$ cat src/hdl/b64sig_pkg.sv
package b64sig_pkg;

	// byte count fits this width for header sizes up to 127 bytes
	localparam int unsigned DCNT_W = 7;
	localparam int unsigned STORE_DEPTH = 8;
	localparam int unsigned NUM_TYPES = 3;

	localparam logic [7:0] CH_PAD = 8'h3D;

	typedef enum logic [1:0] {
		FT_NONE = 2'd0,
		FT_PNG  = 2'd1,
		FT_JPEG = 2'd2,
		FT_PDF  = 2'd3
	} ft_t;

	// one finished text, handed from front to back
	typedef struct packed {
		logic [NUM_TYPES-1:0]            match;
		logic                            fail;
		logic                            impure;
		logic [DCNT_W-1:0]               total;
		logic [STORE_DEPTH-1:0][7:0]     store;
	} snap_t;

	// sextet value with bad flag in bit 6
	function automatic logic [6:0] sextet(input logic [7:0] c);
		logic [6:0] r;
		r = 7'h40;
		if (c >= 8'h41 && c <= 8'h5A) r = {1'b0, 6'(c - 8'h41)};
		else if (c >= 8'h61 && c <= 8'h7A) r = {1'b0, 6'(c - 8'h61 + 8'd26)};
		else if (c >= 8'h30 && c <= 8'h39) r = {1'b0, 6'(c - 8'h30 + 8'd52)};
		else if (c == 8'h2B) r = 7'd62;
		else if (c == 8'h2F) r = 7'd63;
		return r;
	endfunction

	function automatic logic [2:0] pfx_len(input logic [1:0] t);
		logic [2:0] r;
		case (t)
			2'd0: r = 3'd7;
			2'd1: r = 3'd4;
			2'd2: r = 3'd5;
			default: r = 3'd7;
		endcase
		return r;
	endfunction

	// base64 prefixes: "iVBORw0", "/9j/", "JVBER"
	function automatic logic [7:0] pfx_char(input logic [1:0] t, input logic [2:0] i);
		logic [7:0] r;
		r = 8'h00;
		case (t)
			2'd0: begin
				case (i)
					3'd0: r = 8'h69;
					3'd1: r = 8'h56;
					3'd2: r = 8'h42;
					3'd3: r = 8'h4F;
					3'd4: r = 8'h52;
					3'd5: r = 8'h77;
					3'd6: r = 8'h30;
					default: r = 8'h00;
				endcase
			end
			2'd1: begin
				case (i)
					3'd0: r = 8'h2F;
					3'd1: r = 8'h39;
					3'd2: r = 8'h6A;
					3'd3: r = 8'h2F;
					default: r = 8'h00;
				endcase
			end
			2'd2: begin
				case (i)
					3'd0: r = 8'h4A;
					3'd1: r = 8'h56;
					3'd2: r = 8'h42;
					3'd3: r = 8'h45;
					3'd4: r = 8'h52;
					default: r = 8'h00;
				endcase
			end
			default: r = 8'h00;
		endcase
		return r;
	endfunction

	function automatic logic [3:0] magic_len(input logic [1:0] t);
		logic [3:0] r;
		case (t)
			2'd0: r = 4'd8;
			2'd1: r = 4'd3;
			2'd2: r = 4'd5;
			default: r = 4'd8;
		endcase
		return r;
	endfunction

	function automatic logic [7:0] magic_byte(input logic [1:0] t, input logic [2:0] i);
		logic [7:0] r;
		r = 8'h00;
		case (t)
			2'd0: begin
				case (i)
					3'd0: r = 8'h89;
					3'd1: r = 8'h50;
					3'd2: r = 8'h4E;
					3'd3: r = 8'h47;
					3'd4: r = 8'h0D;
					3'd5: r = 8'h0A;
					3'd6: r = 8'h1A;
					3'd7: r = 8'h0A;
					default: r = 8'h00;
				endcase
			end
			2'd1: begin
				case (i)
					3'd0: r = 8'hFF;
					3'd1: r = 8'hD8;
					3'd2: r = 8'hFF;
					default: r = 8'h00;
				endcase
			end
			2'd2: begin
				case (i)
					3'd0: r = 8'h25;
					3'd1: r = 8'h50;
					3'd2: r = 8'h44;
					3'd3: r = 8'h46;
					3'd4: r = 8'h2D;
					default: r = 8'h00;
				endcase
			end
			default: r = 8'h00;
		endcase
		return r;
	endfunction

	function automatic logic jpeg_marker_ok(input logic [7:0] m);
		return (m >= 8'hE0 && m <= 8'hEF) || (m >= 8'hC0 && m <= 8'hCF) ||
		       m == 8'hDB || m == 8'hDA || m == 8'hDD || m == 8'hFE;
	endfunction

endpackage

$ cat src/hdl/b64sig_front.sv
module b64sig_front
	import b64sig_pkg::*;
#(
	parameter int unsigned HEADER_BYTES = 64
) (
	input  logic        clk,
	input  logic        arst_n,
	input  logic        in_valid,
	output logic        in_stall,
	input  logic [7:0]  char_in,
	input  logic        last_char,
	input  logic        q_full,
	output logic        push,
	output snap_t       push_data
);

	localparam int unsigned WINDOW = ((HEADER_BYTES + 2) / 3) * 4;
	localparam int unsigned PW = $clog2(WINDOW + 1);
	localparam int unsigned CW = $clog2(HEADER_BYTES + 1);

	logic [PW-1:0] pos_q, pos_n;
	logic [NUM_TYPES-1:0] alive_q, alive_n;
	logic [7:0] p0_q, p1_q, p2_q;
	logic [CW-1:0] total_q, total_n;
	logic [7:0] store_q [STORE_DEPTH];
	logic [7:0] store_n [STORE_DEPTH];
	logic fail_q, fail_n;
	logic [1:0] pad_q, pad_n;
	logic impure_q, impure_n;

	logic accept, in_win, do_group;
	logic [6:0] sa, sb, sc, sd;
	logic [2:0] wr_en;
	logic [CW-1:0] wr_idx [3];
	logic [7:0] wr_byte [3];
	logic [CW-1:0] n1, n2;
	logic [6:0] sx;

	assign in_stall = q_full;
	assign accept = in_valid && !q_full;
	assign push = accept && last_char;

	// track prefixes and the character window
	always_comb begin
		alive_n = alive_q;
		for (int t = 0; t < NUM_TYPES; t++) begin
			if (pos_q < PW'(pfx_len(2'(t))) && char_in != pfx_char(2'(t), pos_q[2:0]))
				alive_n[t] = 1'b0;
		end
		in_win = pos_q < PW'(WINDOW);
		pos_n = in_win ? pos_q + PW'(1) : pos_q;
		do_group = in_win && (pos_q[1:0] == 2'd3);
	end

	// decode a complete group into up to three bytes
	always_comb begin
		sa = sextet(p0_q);
		sb = sextet(p1_q);
		sc = sextet(p2_q);
		sd = sextet(char_in);
		n1 = total_q + CW'(1);
		n2 = total_q + CW'(2);
		wr_en = 3'b000;
		wr_idx[0] = total_q;
		wr_idx[1] = n1;
		wr_idx[2] = n2;
		wr_byte[0] = {sa[5:0], sb[5:4]};
		wr_byte[1] = {sb[3:0], sc[5:2]};
		wr_byte[2] = {sc[1:0], sd[5:0]};
		fail_n = fail_q;
		total_n = total_q;
		if (do_group && !fail_q && total_q < CW'(HEADER_BYTES)) begin
			if (sa[6] || sb[6]) begin
				fail_n = 1'b1;
			end else begin
				wr_en[0] = 1'b1;
				total_n = n1;
				if (n1 < CW'(HEADER_BYTES) && !sc[6]) begin
					wr_en[1] = 1'b1;
					total_n = n2;
					if (n2 < CW'(HEADER_BYTES) && !sd[6]) begin
						wr_en[2] = 1'b1;
						total_n = n2 + CW'(1);
					end
				end
			end
		end
		for (int e = 0; e < STORE_DEPTH; e++) begin
			store_n[e] = store_q[e];
			for (int k = 0; k < 3; k++) begin
				if (wr_en[k] && wr_idx[k] == CW'(e)) store_n[e] = wr_byte[k];
			end
		end
	end

	// check purity and trailing padding
	always_comb begin
		sx = sextet(char_in);
		pad_n = pad_q;
		impure_n = impure_q;
		if (char_in == CH_PAD) begin
			if (pad_q >= 2'd2) impure_n = 1'b1;
			else pad_n = pad_q + 2'd1;
		end else if (pad_q != 2'd0 || sx[6]) begin
			impure_n = 1'b1;
		end
	end

	// assemble the finished text for judging
	always_comb begin
		for (int t = 0; t < NUM_TYPES; t++)
			push_data.match[t] = alive_n[t] && pos_n >= PW'(pfx_len(2'(t)));
		push_data.fail = fail_n;
		push_data.impure = impure_n;
		push_data.total = DCNT_W'(total_n);
		for (int e = 0; e < STORE_DEPTH; e++)
			push_data.store[e] = store_n[e];
	end

	// advance text state, clear after the last character
	always_ff @(posedge clk or negedge arst_n) begin
		if (!arst_n) begin
			pos_q <= '0;
			alive_q <= '1;
			total_q <= '0;
			fail_q <= 1'b0;
			pad_q <= 2'd0;
			impure_q <= 1'b0;
		end else if (accept) begin
			if (last_char) begin
				pos_q <= '0;
				alive_q <= '1;
				total_q <= '0;
				fail_q <= 1'b0;
				pad_q <= 2'd0;
				impure_q <= 1'b0;
			end else begin
				pos_q <= pos_n;
				alive_q <= alive_n;
				total_q <= total_n;
				fail_q <= fail_n;
				pad_q <= pad_n;
				impure_q <= impure_n;
			end
		end
	end

	// hold group characters and decoded header bytes
	always_ff @(posedge clk) begin
		if (accept) begin
			if (in_win && pos_q[1:0] == 2'd0) p0_q <= char_in;
			if (in_win && pos_q[1:0] == 2'd1) p1_q <= char_in;
			if (in_win && pos_q[1:0] == 2'd2) p2_q <= char_in;
			for (int e = 0; e < STORE_DEPTH; e++)
				store_q[e] <= store_n[e];
		end
	end

endmodule

$ cat src/hdl/b64sig_queue.sv
module b64sig_queue
	import b64sig_pkg::*;
(
	input  logic  clk,
	input  logic  arst_n,
	input  logic  push,
	input  snap_t push_data,
	output logic  full,
	output logic  pop_valid,
	input  logic  pop,
	output snap_t pop_data
);

	snap_t mem_q [2];
	logic wp_q, rp_q;
	logic [1:0] cnt_q;

	assign full = cnt_q == 2'd2;
	assign pop_valid = cnt_q != 2'd0;
	assign pop_data = mem_q[rp_q];

	// advance pointers and fill count
	always_ff @(posedge clk or negedge arst_n) begin
		if (!arst_n) begin
			wp_q <= 1'b0;
			rp_q <= 1'b0;
			cnt_q <= 2'd0;
		end else begin
			if (push) wp_q <= ~wp_q;
			if (pop) rp_q <= ~rp_q;
			if (push && !pop) cnt_q <= cnt_q + 2'd1;
			else if (pop && !push) cnt_q <= cnt_q - 2'd1;
		end
	end

	// hold queued requests
	always_ff @(posedge clk) begin
		if (push) mem_q[wp_q] <= push_data;
	end

endmodule

$ cat src/hdl/b64sig_back.sv
module b64sig_back
	import b64sig_pkg::*;
(
	input  logic        clk,
	input  logic        arst_n,
	input  logic [6:0]  min_len,
	input  logic        q_valid,
	input  snap_t       q_data,
	output logic        pop,
	output logic        out_valid,
	input  logic        out_stall,
	output logic [1:0]  det_type
);

	logic ov_q;
	ft_t ft_q, ft_n;
	logic load, found, ok;

	// judge the first matching prefix
	always_comb begin
		ft_n = FT_NONE;
		found = 1'b0;
		ok = 1'b0;
		for (int t = 0; t < NUM_TYPES; t++) begin
			if (!found && q_data.match[t]) begin
				found = 1'b1;
				ok = !q_data.fail && q_data.total >= min_len &&
				     q_data.total >= DCNT_W'(magic_len(2'(t))) && !q_data.impure;
				for (int i = 0; i < STORE_DEPTH; i++) begin
					if (4'(i) < magic_len(2'(t)) &&
					    q_data.store[i] != magic_byte(2'(t), 3'(i)))
						ok = 1'b0;
				end
				if (t == 1 && !(q_data.total >= DCNT_W'(4) &&
				                jpeg_marker_ok(q_data.store[3])))
					ok = 1'b0;
				if (ok) ft_n = ft_t'(2'(t + 1));
			end
		end
	end

	assign load = !ov_q || !out_stall;
	assign pop = q_valid && load;
	assign out_valid = ov_q;
	assign det_type = ft_q;

	// hold the result until taken
	always_ff @(posedge clk or negedge arst_n) begin
		if (!arst_n) ov_q <= 1'b0;
		else if (load) ov_q <= q_valid;
	end

	always_ff @(posedge clk) begin
		if (pop) ft_q <= ft_n;
	end

endmodule

$ cat src/hdl/base64_file_signature_detector.sv
// Accepts one character per cycle; the front stalls only when the two-entry queue is full.
// A last character's request enters the queue at its accepting edge, and the back moves
// its type into the output register once that register is empty or not stalled.
// Throughput: one character per cycle while the queue is not full, one result per text.
// Reset: asynchronous, active low; clears text state, queue and output valid,
// and sets the minimum decoded length to 16.
module base64_file_signature_detector
	import b64sig_pkg::*;
#(
	parameter int unsigned HEADER_BYTES = 64
) (
	input  logic        clk,
	input  logic        arst_n,
	input  logic        in_valid,
	output logic        in_stall,
	input  logic [7:0]  char_in,
	input  logic        last_char,
	input  logic        cfg_we,
	input  logic [6:0]  cfg_wdata,
	output logic        out_valid,
	input  logic        out_stall,
	output logic [1:0]  det_type
);

	logic [6:0] min_len_q;
	logic push, q_full, q_valid, pop;
	snap_t push_data, pop_data;

	// hold the minimum decoded length register
	always_ff @(posedge clk or negedge arst_n) begin
		if (!arst_n) min_len_q <= 7'd16;
		else if (cfg_we) min_len_q <= cfg_wdata;
	end

	b64sig_front #(
		.HEADER_BYTES(HEADER_BYTES)
	) u_front (
		.clk       (clk),
		.arst_n    (arst_n),
		.in_valid  (in_valid),
		.in_stall  (in_stall),
		.char_in   (char_in),
		.last_char (last_char),
		.q_full    (q_full),
		.push      (push),
		.push_data (push_data)
	);

	b64sig_queue u_queue (
		.clk       (clk),
		.arst_n    (arst_n),
		.push      (push),
		.push_data (push_data),
		.full      (q_full),
		.pop_valid (q_valid),
		.pop       (pop),
		.pop_data  (pop_data)
	);

	b64sig_back u_back (
		.clk       (clk),
		.arst_n    (arst_n),
		.min_len   (min_len_q),
		.q_valid   (q_valid),
		.q_data    (pop_data),
		.pop       (pop),
		.out_valid (out_valid),
		.out_stall (out_stall),
		.det_type  (det_type)
	);

endmodule
$ cat config.mk
export PLATFORM = sky130hd
export DESIGN_NAME = base64_file_signature_detector
export DESIGN_NICKNAME = d
export VERILOG_FILES = /design/src/hdl/b64sig_pkg.sv /design/src/hdl/b64sig_front.sv /design/src/hdl/b64sig_queue.sv /design/src/hdl/b64sig_back.sv /design/src/hdl/base64_file_signature_detector.sv
export SDC_FILE = /design/constraint.sdc
export NUM_CORES = 1
export LEC_CHECK = 0
export BUFFER_PORTS_ARGS = -buffer_cell sky130_fd_sc_hd__buf_2
export CAP_MARGIN = 40
export CORE_ASPECT_RATIO = 1.5
export CORE_UTILIZATION = 45
export CTS_CLUSTER_DIAMETER = 150
export CTS_CLUSTER_SIZE = 12
export DETAILED_ROUTE_END_ITERATION = 16
export HOLD_SLACK_MARGIN = 0.06
export PLACE_DENSITY = 0.6
export RECOVER_POWER = 25
export SYNTH_ARGS = -nofsm -noshare
export SYNTH_HDL_FRONTEND = slang
export SYNTH_SLANG_ARGS = --single-unit
$ cat constraint.sdc
create_clock -name clk -period 10.1 [get_ports clk]
set_input_delay 1.01 -clock clk [delete_from_list [all_inputs] [get_ports clk]]
set_output_delay 1.01 -clock clk [all_outputs]
set_load 0.005 [all_outputs]
==> results.md <==
- Outcome: finished with violations
- Failing checks: capacitance limit, slew limit
- Post-CTS Hold Buffers: 0
- Tcrit/Tclk final: 43.1%
- RePlAce Congestion: 0.883
- Worst setup EP type: flop
- Port-buffer cells: 24
- Worst skew pair latency: 0.55 ns
- Data required time at the worst endpoint: 10.42 ns
- Wire per inst: 23.3 µm
- Cts repair resizes: 0
- DP Wirelength: 28900 µm
- WL final: 41500 µm
- R2R depth: 11
- CTS tree: done
- Drt pass-1 iters: 5
- Via density: 6.11
- Levels on crit path: 10
- Core region area: 33500 µm²
- Synth Flop Type: edfxtp_1
- Die area: 35000 µm²
- Largest net degree at the start of global routing: 48
- CTS H-tree depth: 1
- Synth top area cells: edfxtp_1 (47%), mux2i_1 (7.3%), dfrtp_1 (4.7%)
- Slew HR: -32.4%
- Final ANT Viol Nets: 0
- Worst setup SP type: input port
- Maximum vdd drop: 0.139 mV
- CP Data Arrival Time: 4.67 ns
- CP top delay family: simple AND/OR/NAND/NOR gates
- Initial Util: 46.0%
- Reg2Reg Setup Slack: 5.89 ns
- M1 GR Usage: 29.5%
- Initial antenna violation count: 0
- Hold crit path type: flop to flop
- Pwr/cell area: 217 nW/µm²
- Worst hold slack: 0.469 ns
- Top cell type's share of synthesized area: 47.1%
- Setup tns final: 0 ns
- Worst slew pin tran: 1.99 ns
- Grt peak-use layer: met2
- YS warnings: 0
- Setup-failing EPs final: 0
- M2 GR Usage: 42.3%
- Synthesized netlist cell count: 1327
- Fin. Hold Viols: 0
- Fmax: 230 MHz
- Gr usage total: 23.7%
- Design Power: 3.65 mW
- Antenna cells: 0
- Die Wd: 153 µm
- Post-route DRC: 0
- Clock skew: 0.0228 ns
- Ports: 25
- Number of global-route vias before repair: 10600
- Met3 Use GR: 2.05%
- Slowest stage cell, crit path: and4_1
- Critical Path Fanout Max: 14
- Sequential area share after synthesis: 52.5%
- Kind of critical path: input port to flop
- Worst hold stages: 2
- Final Slew Violations: 92
- Core Rows: 82
- Clk sink count: 275
- Unique masters post-synth: 90
- Post-CTS setup repair buffer count: 0
- Clock root cell: clkbuf_16
- Max Cap Viol: 3
- Clock-pin transition on the worst setup and hold timing paths: 0.06 ns
- Synthesized flop and latch total: 275
- CTS Buf Count: 26
- Mapped Nets: 1399
- Dominant cell type by area after synthesis: edfxtp_1
- Routed via count: 10900
- Share of cells above drive strength 1: 11.1%
- Final nets: 1426
- Critical path cell sequence: clkbuf_1, inv_1, ha_1, nand4bb_1, o311ai_0, nor2_1, o31a_1, and4_1, nand3b_1, o21ai_0
- Syn avg cell area: 11.6 µm²
- Drt first-iter violations: 775
- Period minus WS final: 4.35 ns
- Gr ovfl total: 0
- Maximum root-to-sink buffer count: 3
- Post-synth ARST share: 12.0%
- Die Y: 229 µm
- P_leak: 6.13 nW
- RSZ-0062 raised after global routing: no
- Area Overhead vs Synth: 8.92%
- First-pass GRT wire length: 63600 µm
- Count of buffer and inverter cells on the critical path: 2
- Post-Synthesis Cell Area: 15400 µm²
- Crit-path max cell delay: 0.68 ns
- Most frequent cells in the layout: edfxtp_1 (242), mux2i_1 (113), nor2_1 (104)
- Post-synth EDFFs: 242
- Most common cell after layout, fill and taps aside: edfxtp_1
[final cells by class]
cell class / count / area (µm²)
tap: 420 / 526
timing repair buffer: 55 / 364
clock buffer: 39 / 699
multi-input combinational: 945 / 6900
fill: 2926 / 16800
inverter: 51 / 191
sequential: 275 / 8100
clock inverter: 1 / 16.3
[worst paths after layout]
| path | startpoint | end |
|---|---|---|
| worst min register to register | u_front.pad_q[0] | u_front.pad_q[0] |
| min in group asynchronous | arst_n | u_queue.cnt_q[1] |
| worst max register to register | u_front.p0_q[2] | u_queue.mem_q[0][42] |
| max in group asynchronous | arst_n | u_front.pos_q[1] |
| worst max-delay path | char_in[1] | u_queue.mem_q[0][42] |
| worst min-delay path | u_front.pad_q[0] | u_front.pad_q[0] |
[cells by family after synthesis]
family,count (synthesis),synth area share [%]
mux,146,9.74
xor+xnor,37,2.10
buf+inv,107,2.88
compound gates,309,14.7
simple gates,402,14.0
fa+ha+maj,51,4.14
flops,275,52.5
[state kept, by name, indices dropped and copies added (netlist names), 3 cells and up]
| signal | flops |
|---|---|
| u_front.pos_q | 7 |
| u_front.p1_q | 8 |
| u_front.p2_q | 8 |
| u_front.store_q | 64 |
| min_len_q | 7 |
| u_queue.mem_q | 152 |
| u_front.alive_q | 3 |
| u_front.p0_q | 8 |
| u_front.total_q | 7 |
[metrics by stage]
stage,util [%],std cells,setup slack [ns],instance area (µm²)
after floorplan,-,1327,4.87,15400
after global routing,50.1,1786,5.40,16800
final,50.1,1786,5.75,16800
after detailed placement,48.0,1746,5.66,16100
after global placement,47.7,1735,5.59,16000
after CTS,50.1,1786,5.94,16800
[power breakdown]
part / total, mW / internal (mW) / switching, mW
combinational: 1.10 / 0.379 / 0.719
sequential: 1.67 / 1.54 / 0.133
clock: 0.883 / 0.473 / 0.410
total: 3.65 / 2.39 / 1.26
[synth_stat cells, types with 7 or more instances]
cell type    n
nand2_1     90
o31ai_1      7
nor2b_1     15
a21o_1      19
xor2_1      13
inv_1       50
a21oi_1     84
o22ai_1      7
a31oi_1     13
clkbuf_1    40
nor4b_1     11
o211ai_1    11
a22oi_1      7
buf_2       10
mux2i_1    113
ha_1        51
nor2_1     105
nor4_1      17
and3_1      11
edfxtp_1   242
mux2_2      33
o21ai_0     64
nand3_1     38
xnor2_1     24
nor4bb_1    10
dfrtp_1     29
nor3_1      25
nand4_2      7
nand4_1     19
a2111oi_4    9
[routing by layer]
metal / wire length, µm / part of all wire, % / vias up
met5: 0 / 0 / -
met4: 1550 / 3.7 / 0
met3: 1620 / 3.9 / 73
met2: 21200 / 51 / 279
met1: 17200 / 41 / 5431
li1: - / - / 5129
[worst min-delay path, stage by stage, from the launching register on]
cell and delay, ns:
dfrtp_1 0.34, nand2_1 0.05, nand2_1 0.05
Note: power is estimated with default switching activity, not from simulation.
